==> src/hw/rtl/fsr_pkg.sv <==
`timescale 1ns / 1ps

package fsr_pkg;

    localparam int PATTERN_MAX = 16;
    localparam int REPLACE_MAX = 16;
    // One cell per window slot; the row also holds the replacement burst.
    localparam int NCELL = (PATTERN_MAX > REPLACE_MAX) ? PATTERN_MAX : REPLACE_MAX;
    localparam int IDX_W = $clog2(NCELL);
    localparam int LEN_W = IDX_W + 1;
    localparam int CHAR_W = 8;
    localparam int POS_W = 4;
    localparam int CFG_W = 5;

    // Item kinds
    localparam logic [1:0] KIND_TEXT = 2'd0;
    localparam logic [1:0] KIND_PAT  = 2'd1;
    localparam logic [1:0] KIND_REP  = 2'd2;

    // Register indexes
    localparam logic REG_PATTERN_LENGTH = 1'b0;
    localparam logic REG_REPLACE_LENGTH = 1'b1;

    // Cell window operations
    localparam logic [2:0] CELL_HOLD     = 3'd0;
    localparam logic [2:0] CELL_WRITE    = 3'd1;
    localparam logic [2:0] CELL_SHIFT_IN = 3'd2;
    localparam logic [2:0] CELL_LOAD_REP = 3'd3;
    localparam logic [2:0] CELL_DRAIN    = 3'd4;

    typedef struct packed {
        logic [1:0]        kind;
        logic [POS_W-1:0]  position;
        logic [CHAR_W-1:0] char_in;
        logic              last;
    } item_t;

    typedef struct packed {
        logic [CHAR_W-1:0] char_out;
        logic              char_valid;
        logic              end_of_string;
        logic              found;
    } result_t;

    typedef struct packed {
        logic [2:0]        op;
        logic [IDX_W-1:0]  idx;
        logic [IDX_W-1:0]  wlen;
        logic [CHAR_W-1:0] ch;
        logic              load_pat;
        logic              load_rep;
        logic [POS_W-1:0]  position;
    } cell_ctrl_t;

endpackage

==> src/hw/rtl/fsr_cell.sv <==
`timescale 1ns / 1ps

module fsr_cell (
    input  logic                        clk,
    input  logic                        rst_n,
    input  logic [fsr_pkg::IDX_W-1:0]   cell_idx,
    input  fsr_pkg::cell_ctrl_t         ctrl,
    input  logic [fsr_pkg::CHAR_W-1:0]  neighbor,
    output logic [fsr_pkg::CHAR_W-1:0]  win,
    output logic                        match
);

    logic [fsr_pkg::CHAR_W-1:0] win_reg;
    logic [fsr_pkg::CHAR_W-1:0] win_next;
    logic [fsr_pkg::CHAR_W-1:0] pat_reg;
    logic [fsr_pkg::CHAR_W-1:0] rep_reg;

    always_comb
    begin
        win_next = win_reg;
        unique case (ctrl.op)
            fsr_pkg::CELL_HOLD:     win_next = win_reg;
            fsr_pkg::CELL_WRITE:    win_next = (cell_idx == ctrl.idx) ? ctrl.ch : win_reg;
            fsr_pkg::CELL_SHIFT_IN: win_next = (cell_idx == ctrl.idx) ? ctrl.ch : neighbor;
            fsr_pkg::CELL_LOAD_REP: win_next = rep_reg;
            fsr_pkg::CELL_DRAIN:    win_next = neighbor;
            default:                win_next = win_reg;
        endcase
    end

    always_ff @(posedge clk or negedge rst_n)
    begin
        if (!rst_n)
            win_reg <= '0;
        else
            win_reg <= win_next;
    end

    // Store bytes are undefined until loaded.
    always_ff @(posedge clk)
    begin
        if (ctrl.load_pat && ctrl.position == fsr_pkg::POS_W'(cell_idx))
            pat_reg <= ctrl.ch;
        if (ctrl.load_rep && ctrl.position == fsr_pkg::POS_W'(cell_idx))
            rep_reg <= ctrl.ch;
    end

    // Slots below wlen hold the window; slot wlen sees the incoming character.
    always_comb
    begin
        if (cell_idx < ctrl.wlen)
            match = (win_reg == pat_reg);
        else if (cell_idx == ctrl.wlen)
            match = (ctrl.ch == pat_reg);
        else
            match = 1'b1;
    end

    assign win = win_reg;

endmodule

==> src/hw/rtl/first_substring_replace.sv <==
`timescale 1ns / 1ps

// Streaming find-and-replace of the first occurrence of a stored pattern.
// Load pattern and replacement characters by position (kind 1 and 2) and set
// pattern_length / replace_length while idle, then stream text (kind 0).
// Text leaves delayed by pattern_length-1 characters; the first match is
// replaced and later text passes through. The final result of each string
// carries end_of_string and found; a string that ends without a character to
// show ends on a marker result with char_valid low. Rate: one item per cycle
// while the output is not stalled. A match, or the last character of a
// string, starts a burst of N results (N up to 16: the replacement, or the
// window flush) that shifts out of the cell row one per cycle while the output
// is not stalled; the input is stalled until the burst is out. Any result
// waits in the output register while the next item is taken.
module first_substring_replace (
    input  logic                           clk,
    input  logic                           rst_n,
    input  logic                           cfg_write,
    input  logic                           cfg_index,
    input  logic [fsr_pkg::CFG_W-1:0]      cfg_data,
    input  logic                           item_valid,
    output logic                           item_stall,
    input  fsr_pkg::item_t                 item,
    output logic                           result_valid,
    input  logic                           result_stall,
    output fsr_pkg::result_t               result
);

    // Config registers
    logic [fsr_pkg::CFG_W-1:0] plen_reg;
    logic [fsr_pkg::CFG_W-1:0] rlen_reg;

    // Control state
    logic [fsr_pkg::IDX_W-1:0] fill_reg, fill_next;
    logic                      matched_reg, matched_next;
    logic [fsr_pkg::LEN_W-1:0] drain_cnt_reg, drain_cnt_next;
    logic                      drain_end_reg, drain_end_next;
    logic                      drain_found_reg, drain_found_next;
    logic                      marker_reg, marker_next;

    // Output register
    logic                      result_valid_reg;
    fsr_pkg::result_t          result_reg;

    logic                      busy;
    logic                      can_load;
    logic                      item_acc;
    logic                      emit_valid;
    fsr_pkg::result_t          emit_data;

    logic [fsr_pkg::LEN_W-1:0] plen_eff;
    logic [fsr_pkg::LEN_W-1:0] rlen_eff;
    logic [fsr_pkg::IDX_W-1:0] wlen;
    logic                      full;
    logic                      hit;

    fsr_pkg::cell_ctrl_t         ctrl;
    logic [fsr_pkg::CHAR_W-1:0]  win_q [fsr_pkg::NCELL];
    logic [fsr_pkg::CHAR_W-1:0]  nb_q  [fsr_pkg::NCELL];
    logic [fsr_pkg::NCELL-1:0]   match_vec;

    // Effective lengths: a pattern length of 0 acts as 1; oversize values clip to the store depth.
    always_comb
    begin
        if (plen_reg == '0)
            plen_eff = fsr_pkg::LEN_W'(1);
        else if (plen_reg > fsr_pkg::CFG_W'(fsr_pkg::PATTERN_MAX))
            plen_eff = fsr_pkg::LEN_W'(fsr_pkg::PATTERN_MAX);
        else
            plen_eff = fsr_pkg::LEN_W'(plen_reg);

        if (rlen_reg > fsr_pkg::CFG_W'(fsr_pkg::REPLACE_MAX))
            rlen_eff = fsr_pkg::LEN_W'(fsr_pkg::REPLACE_MAX);
        else
            rlen_eff = fsr_pkg::LEN_W'(rlen_reg);
    end

    assign wlen = fsr_pkg::IDX_W'(plen_eff - fsr_pkg::LEN_W'(1));
    assign full = (fill_reg == wlen);
    assign hit  = full && (&match_vec);

    assign busy       = (drain_cnt_reg != '0) || marker_reg;
    assign can_load   = !result_valid_reg || !result_stall;
    assign item_stall = busy || !can_load;
    assign item_acc   = item_valid && !item_stall;

    // Cell row: each cell hands its window byte to its lower neighbor.
    genvar g;
    generate
        for (g = 0; g < fsr_pkg::NCELL; g++)
        begin : g_cell
            if (g == fsr_pkg::NCELL - 1)
            begin : g_end
                assign nb_q[g] = '0;
            end
            else
            begin : g_mid
                assign nb_q[g] = win_q[g+1];
            end

            fsr_cell u_cell (
                .clk      (clk),
                .rst_n    (rst_n),
                .cell_idx (fsr_pkg::IDX_W'(g)),
                .ctrl     (ctrl),
                .neighbor (nb_q[g]),
                .win      (win_q[g]),
                .match    (match_vec[g])
            );
        end
    endgenerate

    always_comb
    begin
        ctrl.op       = fsr_pkg::CELL_HOLD;
        ctrl.idx      = fill_reg;
        ctrl.wlen     = wlen;
        ctrl.ch       = item.char_in;
        ctrl.load_pat = 1'b0;
        ctrl.load_rep = 1'b0;
        ctrl.position = item.position;

        emit_valid = 1'b0;
        emit_data  = '0;

        fill_next        = fill_reg;
        matched_next     = matched_reg;
        drain_cnt_next   = drain_cnt_reg;
        drain_end_next   = drain_end_reg;
        drain_found_next = drain_found_reg;
        marker_next      = marker_reg;

        if (busy)
        begin
            if (can_load)
            begin
                emit_valid = 1'b1;
                if (drain_cnt_reg != '0)
                begin
                    // burst transfer out of cell 0
                    ctrl.op                 = fsr_pkg::CELL_DRAIN;
                    emit_data.char_out      = win_q[0];
                    emit_data.char_valid    = 1'b1;
                    emit_data.end_of_string = drain_end_reg &&
                                              (drain_cnt_reg == fsr_pkg::LEN_W'(1));
                    emit_data.found         = emit_data.end_of_string && drain_found_reg;
                    drain_cnt_next          = drain_cnt_reg - fsr_pkg::LEN_W'(1);
                end
                else
                begin
                    // empty end: marker result only
                    emit_data.end_of_string = 1'b1;
                    emit_data.found         = drain_found_reg;
                    marker_next             = 1'b0;
                end
            end
        end
        else if (item_acc)
        begin
            case (item.kind)
                fsr_pkg::KIND_PAT: ctrl.load_pat = 1'b1;
                fsr_pkg::KIND_REP: ctrl.load_rep = 1'b1;
                fsr_pkg::KIND_TEXT:
                begin
                    if (matched_reg)
                    begin
                        if (item.last)
                        begin
                            ctrl.op          = fsr_pkg::CELL_WRITE;
                            drain_cnt_next   = {1'b0, fill_reg} + fsr_pkg::LEN_W'(1);
                            drain_end_next   = 1'b1;
                            drain_found_next = 1'b1;
                        end
                        else
                        begin
                            emit_valid           = 1'b1;
                            emit_data.char_out   = item.char_in;
                            emit_data.char_valid = 1'b1;
                        end
                    end
                    else if (hit)
                    begin
                        // window dropped; replacement takes its place in the row
                        ctrl.op          = fsr_pkg::CELL_LOAD_REP;
                        fill_next        = '0;
                        matched_next     = 1'b1;
                        drain_cnt_next   = rlen_eff;
                        drain_end_next   = item.last;
                        drain_found_next = 1'b1;
                        marker_next      = item.last && (rlen_eff == '0);
                    end
                    else if (item.last)
                    begin
                        // flush window plus this character
                        ctrl.op          = fsr_pkg::CELL_WRITE;
                        drain_cnt_next   = {1'b0, fill_reg} + fsr_pkg::LEN_W'(1);
                        drain_end_next   = 1'b1;
                        drain_found_next = 1'b0;
                    end
                    else if (full)
                    begin
                        emit_valid           = 1'b1;
                        emit_data.char_valid = 1'b1;
                        if (wlen == '0)
                            emit_data.char_out = item.char_in;
                        else
                        begin
                            emit_data.char_out = win_q[0];
                            ctrl.op            = fsr_pkg::CELL_SHIFT_IN;
                            ctrl.idx           = wlen - fsr_pkg::IDX_W'(1);
                        end
                    end
                    else
                    begin
                        ctrl.op   = fsr_pkg::CELL_WRITE;
                        fill_next = fill_reg + fsr_pkg::IDX_W'(1);
                    end

                    if (item.last)
                    begin
                        fill_next    = '0;
                        matched_next = 1'b0;
                    end
                end
                default: ;
            endcase
        end
    end

    always_ff @(posedge clk or negedge rst_n)
    begin
        if (!rst_n)
        begin
            plen_reg         <= fsr_pkg::CFG_W'(1);
            rlen_reg         <= '0;
            fill_reg         <= '0;
            matched_reg      <= 1'b0;
            drain_cnt_reg    <= '0;
            drain_end_reg    <= 1'b0;
            drain_found_reg  <= 1'b0;
            marker_reg       <= 1'b0;
            result_valid_reg <= 1'b0;
        end
        else
        begin
            fill_reg        <= fill_next;
            matched_reg     <= matched_next;
            drain_cnt_reg   <= drain_cnt_next;
            drain_end_reg   <= drain_end_next;
            drain_found_reg <= drain_found_next;
            marker_reg      <= marker_next;
            if (can_load)
                result_valid_reg <= emit_valid;
            if (cfg_write)
            begin
                unique case (cfg_index)
                    fsr_pkg::REG_PATTERN_LENGTH:
                        if (fill_reg == '0)
                            plen_reg <= cfg_data;
                    fsr_pkg::REG_REPLACE_LENGTH:
                        rlen_reg <= cfg_data;
                    default: ;
                endcase
            end
        end
    end

    always_ff @(posedge clk)
    begin
        if (can_load)
            result_reg <= emit_data;
    end

    assign result_valid = result_valid_reg;
    assign result       = result_reg;

`ifndef SYNTH
    a_fill_in_window: assert property (@(posedge clk) disable iff (!rst_n)
        fill_reg <= wlen)
        else $error("window fill beyond pattern window");

    a_matched_empty: assert property (@(posedge clk) disable iff (!rst_n)
        matched_reg |-> (fill_reg == '0))
        else $error("window not empty after match");

    a_burst_blocks_input: assert property (@(posedge clk) disable iff (!rst_n)
        busy |-> item_stall)
        else $error("item taken during result burst");

    a_burst_bound: assert property (@(posedge clk) disable iff (!rst_n)
        drain_cnt_reg <= fsr_pkg::LEN_W'(fsr_pkg::NCELL))
        else $error("burst longer than cell row");

    a_found_at_end: assert property (@(posedge clk) disable iff (!rst_n)
        (result_valid && result.found) |-> result.end_of_string)
        else $error("found outside end of string");
`endif

endmodule
==> config.mk <==
export PLATFORM = sky130hd
export DESIGN_NAME = first_substring_replace
export DESIGN_NICKNAME = d
export VERILOG_FILES = /design/src/hw/rtl/fsr_pkg.sv /design/src/hw/rtl/fsr_cell.sv /design/src/hw/rtl/first_substring_replace.sv
export SDC_FILE = /design/constraint.sdc
export NUM_CORES = 1
export LEC_CHECK = 0
export BUFFER_PORTS_ARGS = -buffer_cell sky130_fd_sc_hd__buf_4
export CORE_ASPECT_RATIO = 1.25
export CORE_MARGIN = 3
export CORE_UTILIZATION = 45
export DETAILED_ROUTE_END_ITERATION = 8
export HOLD_SLACK_MARGIN = 0.05
export PLACE_DENSITY_LB_ADDON = 0.12
export SYNTH_ARGS = -nofsm -noshare
export SYNTH_HDL_FRONTEND = slang
export SYNTH_SLANG_ARGS = --single-unit
==> constraint.sdc <==
create_clock -name clk -period 12.3 [get_ports clk]
set_input_delay 2.46 -clock clk [delete_from_list [all_inputs] [get_ports clk]]
set_output_delay 2.46 -clock clk [all_outputs]
set_load 0.01 [all_outputs]
==> results of run 1 <==
## layer usage
layer	wire length (µm)	share of wire (%)	track usage, %
met1	26440	42	33.03
met2	30900	49	41.96
met3	3429	5.4	3.607
met4	2677	4.2	9.821
met5	0	0	0
## Yosys cell counts, types with 6 or more instances
library cell	count
sky130_fd_sc_hd__edfxtp_1	267
sky130_fd_sc_hd__dfrtp_1	151
sky130_fd_sc_hd__xor2_1	133
sky130_fd_sc_hd__xnor2_1	121
sky130_fd_sc_hd__nor2_1	104
sky130_fd_sc_hd__nand2_1	103
sky130_fd_sc_hd__a21oi_1	81
sky130_fd_sc_hd__inv_1	71
sky130_fd_sc_hd__mux2i_1	62
sky130_fd_sc_hd__a22o_1	58
sky130_fd_sc_hd__mux2_2	52
sky130_fd_sc_hd__a31oi_1	45
sky130_fd_sc_hd__clkbuf_1	44
sky130_fd_sc_hd__o21ai_0	41
sky130_fd_sc_hd__nor4_1	38
sky130_fd_sc_hd__nand4_1	34
sky130_fd_sc_hd__nor3_1	34
sky130_fd_sc_hd__buf_2	32
sky130_fd_sc_hd__a221oi_1	27
sky130_fd_sc_hd__a22oi_1	25
sky130_fd_sc_hd__a32oi_1	16
sky130_fd_sc_hd__nand3_1	15
sky130_fd_sc_hd__a222oi_1	14
sky130_fd_sc_hd__nand2b_1	13
sky130_fd_sc_hd__o21ai_1	13
sky130_fd_sc_hd__o211ai_1	12
sky130_fd_sc_hd__buf_6	10
sky130_fd_sc_hd__o21ai_4	10
sky130_fd_sc_hd__ha_1	8
sky130_fd_sc_hd__mux2_4	8
sky130_fd_sc_hd__o211a_1	8
sky130_fd_sc_hd__o31ai_1	8
sky130_fd_sc_hd__or2_2	8
sky130_fd_sc_hd__buf_1	7
sky130_fd_sc_hd__a211oi_1	6
sky130_fd_sc_hd__nor2b_1	6
sky130_fd_sc_hd__o21ai_2	6
sky130_fd_sc_hd__or3_1	6
## how the worst max path moves through the flow
stage	start	to	slack (ns)	depth (start not counted)
floorplan	item[1]	g_cell[1].u_cell.win[0]$_DFFE_PN0P_	6.63	13
global placement	item[6]	g_cell[0].u_cell.win[6]$_DFFE_PN0P_	4.76	13
finish	item[3]	g_cell[8].u_cell.win[1]$_DFFE_PN0P_	5.02	13
detailed placement	item[3]	g_cell[8].u_cell.win[1]$_DFFE_PN0P_	4.53	13
CTS	item[3]	g_cell[8].u_cell.win[1]$_DFFE_PN0P_	5.12	13
global route	item[3]	g_cell[0].u_cell.win[7]$_DFFE_PN0P_	4.78	13
## through the flow
stage / instance area, µm² / util, % / instances
3_5_place_dp: 22070 / 47.49 / 2373
4_1_cts: 23460 / 50.48 / 2452
3_3_place_gp: 22070 / 47.49 / 2373
6_report: 23460 / 50.48 / 2452
5_1_grt: 23460 / 50.48 / 2452
2_1_floorplan: 21280 / - / 1779
## power by group through the flow
stage	Combinational, mW	Sequential [mW]	Clock (mW)
floorplan	0.970	1.94	0
global placement	1.32	2.08	0
detailed placement	1.33	2.08	0
CTS	1.34	2.06	1.33
global route	1.46	2.08	1.39
finish	1.34	2.06	1.31
## worst min-delay path, delay by kind of cell (launching register included)
family           cells  cell delay [ns]
flip-flops           1             0.34
AND/OR/NAND/NOR      2             0.13
## logic make-up after synthesis
| group | synth area share (%) |
|---|---|
| XOR/XNOR | 10.53 |
| AND/OR/NAND/NOR | 9.254 |
| buffers and inverters | 3.657 |
| flip-flops | 55.55 |
| AO/OA/AOI/OAI | 14.30 |
| adder cells (fa/ha/maj) | 0.4704 |
| multiplexers | 6.232 |
## final cells by class
class	instances	area, µm²	area share [%]
flip-flops and latches	419	11820	50.41
well taps	630	788.3	3.361
repair buffers	64	484.2	2.064
inverters	71	266.5	1.136
multi-input cells	1189	8705	37.11
clock inverters	21	183.9	0.7842
clock buffers	58	1205	5.137
==> run_results.csv, run 1 <==
group,metric,value,unit
floorplanning,start_util,45.80,%
worst_setup_path,worstRegToRegCells,14,
synth,netlist_instances,1779,
synth,yosys_most_used_dff,"sky130_fd_sc_hd__edfxtp_1",
synth,synth_fp_nets,1813,
worst_setup_path,crit_path_launch_type,"input pin",
synth,netlist.top_cell.by_area,"sky130_fd_sc_hd__edfxtp_1",
place,detailed_place_hpwl,43620,µm
synth,synth_top_area_share,37.67,%
floorplanning,die_w,200.5,µm
cells_and_area,most_used_cells_in_the_layout_excluding_fill_and_tap_cells,"sky130_fd_sc_hd__edfxtp_1, sky130_fd_sc_hd__dfrtp_1, sky130_fd_sc_hd__xor2_1",
clock_network,tritoncts_clock_tree,"built",
floorplanning,fp.dieH,249.1,µm
clock_network,tritoncts_buffer_count,43,
power_and_ir_drop,leakagePower,8.412,nW
global_routing,grt.total_usage,25.06,%
cells_and_area,relative_area_change_from_synthesis_to_final_layout,10.21,%
clock_network,clk_pin_slew,0.06,ns
power_and_ir_drop,cellInternalPower,3.050,mW
worst_setup_path,critical_path.max_fanout,48,
synth,yosysUniqueCellTypes,81,
power_and_ir_drop,power.total,4.709,mW
global_routing,first_pass_grt_wire_length,96240,µm
power_and_ir_drop,switchingPower,1.659,mW
synth,sequential_cell_area_fraction_in_the_yosys_report,55.55,%
outcome,result_of_the_run,"finished, final reports clean",
synth,synthesis.yosys.warnings,0,
place,globalplace.congestion,0.9493,
timing,relSlewSlack,15.58,%
cells_and_area,finalNetCount,1822,
power_and_ir_drop,ir_worst_vdd,0.1032,mV
global_routing,grt_pass1_vias,14939,
worst_setup_path,rr_endpoint,"g_cell[8].u_cell.win[1]$_DFFE_PN0P_",
worst_setup_path,timing.critical_path.buf_inv,2,
place,pre_cts_ws,4.535,ns
worst_setup_path,timing.critical_path.mode_cell,"sky130_fd_sc_hd__buf_4",
worst_setup_path,critical_path_cell_by_cell,"buf_4 -> buf_4 -> xor2_1 -> nor4_1 -> a22oi_1 -> a2111oi_2 -> o2111ai_1 -> a2111o_1 -> nor2_1 -> o22a_1 -> o21ai_1 -> a21oi_1 -> mux2i_1",
worst_setup_path,critical_path_required,12.73,ns
worst_hold_path,hold_end,"drain_found_reg$_DFFE_PN0P_",
timing,finalHoldViolations,0,
global_routing,grt_max_degree,90,
floorplanning,top_level_ports,39,
timing,worst_hold_slack,0.5033,ns
clock_network,clock_tree.root_cell,"sky130_fd_sc_hd__clkbuf_16",
drt,antenna_violating_nets_post_route,0,
drt,detail_route.first_pass.iterations,6,
drt,total_wire_length,63450,µm
clock_network,post_cts.resized_instances,0,
worst_setup_path,critical-path-max-stage-delay,0.89,ns
place,portBuffers,38,
timing,rsz0062_at_grt,"false",
drt,drt_first_iter_violations,1347,
synth,synth_enable_flop_cells,267,
drt,vias,14756,
synth,synthesis.area_per_instance,11.96,µm²
clock_network,clk-insertion-delay-late,0.59,ns
timing,max_clock_freq,0.1373,GHz
timing,post-route-period-util,59.23,%
floorplanning,die_footprint,0.04995,mm²
synth,yosys_register_bits,419,
timing,finalWorstPathRequiredPeriod,7.285,ns
worst_hold_path,hp-start,"drain_found_reg$_DFFE_PN0P_",
cells_and_area,fillCellCount,4091,
worst_hold_path,holdCritPathClass,"flip-flop to flip-flop",
synth,synth_area_leaders,"sky130_fd_sc_hd__edfxtp_1, sky130_fd_sc_hd__dfrtp_1, sky130_fd_sc_hd__xor2_1",
power_and_ir_drop,share_comb_of_total_power,28.5,%
worst_setup_path,worst-r2r-setup-slack,5.82,ns
worst_setup_path,criticalPathCategory,"input pin to flip-flop",
floorplanning,placementRows,88,
global_routing,gr-total-overflow,0,
clock_network,clockBufferDepth,3,
synth,mappedNetlistArea,0.02128,mm²
timing,setup-tns-final,0,ns
timing,setup_viol,0,
cells_and_area,diodes,0,
cells_and_area,final_layout_size_suffix_gt1_share,13.12,%
drt,route.detailed.wl_per_inst,25.88,µm
floorplanning,core-area,0.04646,mm²
power_and_ir_drop,p_per_area,200.8,mW/mm²
timing,crit_path_setup_slack_layout,5.015,ns
clock_network,clock_sinks,419,
clock_network,cts_setup_buffers,0,
run,maxCapViolCount,0,
power_and_ir_drop,power_frac_clock,27.8,%
worst_setup_path,r2r-start,"plen_reg[2]$_DFFE_PN0P_",
power_and_ir_drop,netSwitchingFraction,35.23,%
global_routing,antenna_found_initial,0,
worst_setup_path,crit_slowest_cell,"sky130_fd_sc_hd__o22a_1",
timing,timing_worst_slew_pin_value,1.264,ns
drt,vias_per_cell,6.018,
worst_setup_path,critPathCaptureType,"flip-flop",
worst_setup_path,cp_top_family,"compound AO/OA/AOI/OAI gates",
clock_network,cts-htree-levels,2,
worst_hold_path,hold-path-cell-count,2,
clock_network,cts_hold_repair.buffers,0,
worst_setup_path,arrival,7.72,ns
cells_and_area,layout.cells.most_common,"sky130_fd_sc_hd__edfxtp_1",
drt,route.detailed.drc,0,
timing,timing.final.max_slew_violations,0,
timing,final.setup_skew,0.03200,ns
synth,asyncSetResetFlopFracSynth,36.28,%
power_and_ir_drop,p_seq_share,43.7,%
No activity file was read; power rests on OpenSTA's default activity.
==> run 2: changes to the inputs <==
- clock period: 12.3 -> 6.61 ns (I/O delays scaled with it)
==> run_results.csv, run 2 (synthesized netlist as in run 1, its figures left out) <==
group,metric,value,unit
outcome,result_of_the_run,"finished, final reports clean",
timing,finalHoldViolations,0,
floorplanning,die_w,200.5,µm
timing,timing_worst_slew_pin_value,1.070,ns
drt,drt_first_iter_violations,1556,
timing,setup_viol,0,
timing,worst_hold_slack,0.5260,ns
place,pre_cts_ws,0.7492,ns
drt,total_wire_length,66140,µm
worst_setup_path,crit_path_launch_type,"flip-flop",
clock_network,clk_pin_slew,0.06,ns
timing,timing.final.max_slew_violations,0,
worst_setup_path,critical_path.max_fanout,11,
power_and_ir_drop,p_seq_share,42.8,%
timing,max_clock_freq,0.1782,GHz
drt,detail_route.first_pass.iterations,6,
timing,crit_path_setup_slack_layout,0.9979,ns
global_routing,grt.total_usage,26.16,%
worst_setup_path,critical-path-max-stage-delay,0.89,ns
global_routing,antenna_found_initial,0,
global_routing,grt_max_degree,94,
clock_network,tritoncts_buffer_count,45,
power_and_ir_drop,share_comb_of_total_power,28.6,%
cells_and_area,final-seq-area,0.01182,mm²
worst_setup_path,critPathCaptureType,"flip-flop",
drt,vias_per_cell,6.080,
worst_setup_path,crit_slowest_cell,"sky130_fd_sc_hd__o31ai_1",
clock_network,clockBufferDepth,3,
place,dp.cells,2411,
worst_setup_path,critical_path_required,7.06,ns
cells_and_area,most_used_cells_in_the_layout_excluding_fill_and_tap_cells,"sky130_fd_sc_hd__edfxtp_1, sky130_fd_sc_hd__dfrtp_1, sky130_fd_sc_hd__xor2_1",
power_and_ir_drop,p_per_area,375.7,mW/mm²
drt,route.detailed.drc,0,
cells_and_area,relative_area_change_from_synthesis_to_final_layout,12.11,%
timing,setup-tns-final,0,ns
power_and_ir_drop,netSwitchingFraction,35.21,%
clock_network,tritoncts_clock_tree,"built",
timing,post-route-period-util,84.90,%
timing,final.setup_skew,0.02391,ns
cells_and_area,fillCellCount,4073,
clock_network,post_cts.resized_instances,0,
worst_setup_path,arrival,6.06,ns
cells_and_area,count_of_non_filler_cells_in_the_finished_layout,2495,
cells_and_area,final_layout_size_suffix_gt1_share,15.12,%
place,placed_area,0.02236,mm²
floorplanning,placementRows,88,
cells_and_area,post-route-util,51.35,%
power_and_ir_drop,ir_worst_vdd,0.2100,mV
global_routing,grt_pass1_vias,15511,
worst_hold_path,holdCritPathClass,"flip-flop to flip-flop",
cells_and_area,finalNetCount,1862,
drt,antenna_violating_nets_post_route,0,
run,maxCapViolCount,0,
clock_network,clock_tree.root_cell,"sky130_fd_sc_hd__clkbuf_16",
timing,finalWorstPathRequiredPeriod,5.612,ns
clock_network,cts-htree-levels,2,
worst_setup_path,critical_path_cell_by_cell,"nor3_1 -> o21bai_1 -> buf_4 -> ha_1 -> nor3_1 -> a32oi_1 -> nor2_1 -> o31ai_1 -> nand3_1 -> a2111o_1 -> nor2_1 -> o22a_1 -> o21a_1 -> o21ai_0 -> mux2_2",
drt,vias,15170,
timing,rsz0062_at_grt,"false",
place,globalplace.congestion,0.9337,
timing,relSlewSlack,28.53,%
clock_network,cts_setup_buffers,0,
floorplanning,fp.dieH,249.1,µm
power_and_ir_drop,cellInternalPower,5.807,mW
power_and_ir_drop,power.total,8.963,mW
drt,route.detailed.wl_per_inst,26.51,µm
floorplanning,start_util,45.80,%
global_routing,first_pass_grt_wire_length,100500,µm
power_and_ir_drop,leakagePower,8.645,nW
place,detailed_place_hpwl,46110,µm
clock_network,clock_sinks,419,
cells_and_area,layout.cells.most_common,"sky130_fd_sc_hd__edfxtp_1",
clock_network,cts_hold_repair.buffers,0,
cells_and_area,multi_input_area,0.008710,mm²
power_and_ir_drop,power_frac_clock,28.7,%
power_and_ir_drop,switchingPower,3.156,mW
clock_network,clk-insertion-delay-late,0.57,ns
worst_setup_path,criticalPathCategory,"flip-flop to flip-flop",
floorplanning,top_level_ports,39,
floorplanning,die_footprint,0.04995,mm²
global_routing,gr-total-overflow,0,
floorplanning,core-area,0.04646,mm²
cells_and_area,finish.instance_area,0.02386,mm²
cells_and_area,diodes,0,
place,portBuffers,38,
## run 2: worst paths after layout
check / startpoint / endpoint / slack [ns] / cells after the start
hold / removal: drain_found_reg$_DFFE_PN0P_ / drain_found_reg$_DFFE_PN0P_ / 0.53 / 2
max in group asynchronous: rst_n / g_cell[9].u_cell.win[0]$_DFFE_PN0P_ / 4.34 / 2
setup / recovery: plen_reg[2]$_DFFE_PN0P_ / g_cell[0].u_cell.win[2]$_DFFE_PN0P_ / 1.0 / 15
hold reg to reg: drain_found_reg$_DFFE_PN0P_ / drain_found_reg$_DFFE_PN0P_ / 0.53 / 2
setup reg to reg: plen_reg[2]$_DFFE_PN0P_ / g_cell[0].u_cell.win[2]$_DFFE_PN0P_ / 1.0 / 15
min in group asynchronous: rst_n / g_cell[1].u_cell.win[6]$_DFFE_PN0P_ / 0.86 / 1
## run 2: critical path, delay by kind of cell (launching register included)
family | cells | cell delay (ns)
AOI/OAI and AO/OA | 7 | 3.11
adders and majority gates | 1 | 0.30
buffers and inverters | 1 | 0.22
DFF | 1 | 0.55
muxes | 1 | 0.29
and+or+nand+nor | 5 | 1.01
## run 2: routing by layer
| layer | up-vias | GRT usage (%) | wire (µm) | part of all wire, % |
|---|---|---|---|---|
| li1 | 6741 | - | - | - |
| met1 | 7697 | 35.19 | 27770 | 42 |
| met2 | 589 | 43.17 | 31760 | 48 |
| met3 | 143 | 3.111 | 3703 | 5.6 |
| met4 | 0 | 10.91 | 2914 | 4.4 |
| met5 | - | 0 | 0 | 0 |
## run 2: area by class of cell
type                    instances  share of cell area, %
inverters                      71                  1.117
well taps                     630                  3.304
flip-flops and latches        419                  49.55
clock inverters                25                 0.8810
multi-input cells            1189                  36.50
repair buffers                102                  3.225
clock buffers                  59                  5.417
## run 2: power by group through the flow
stage	sequential (mW)	clock (mW)	combinational, mW
6_report	3.83	2.57	2.56
5_1_grt	3.89	2.71	2.79
4_1_cts	3.83	2.62	2.54
3_5_place_dp	3.88	0	2.52
3_3_place_gp	3.88	0	2.49
2_1_floorplan	3.61	0	1.81
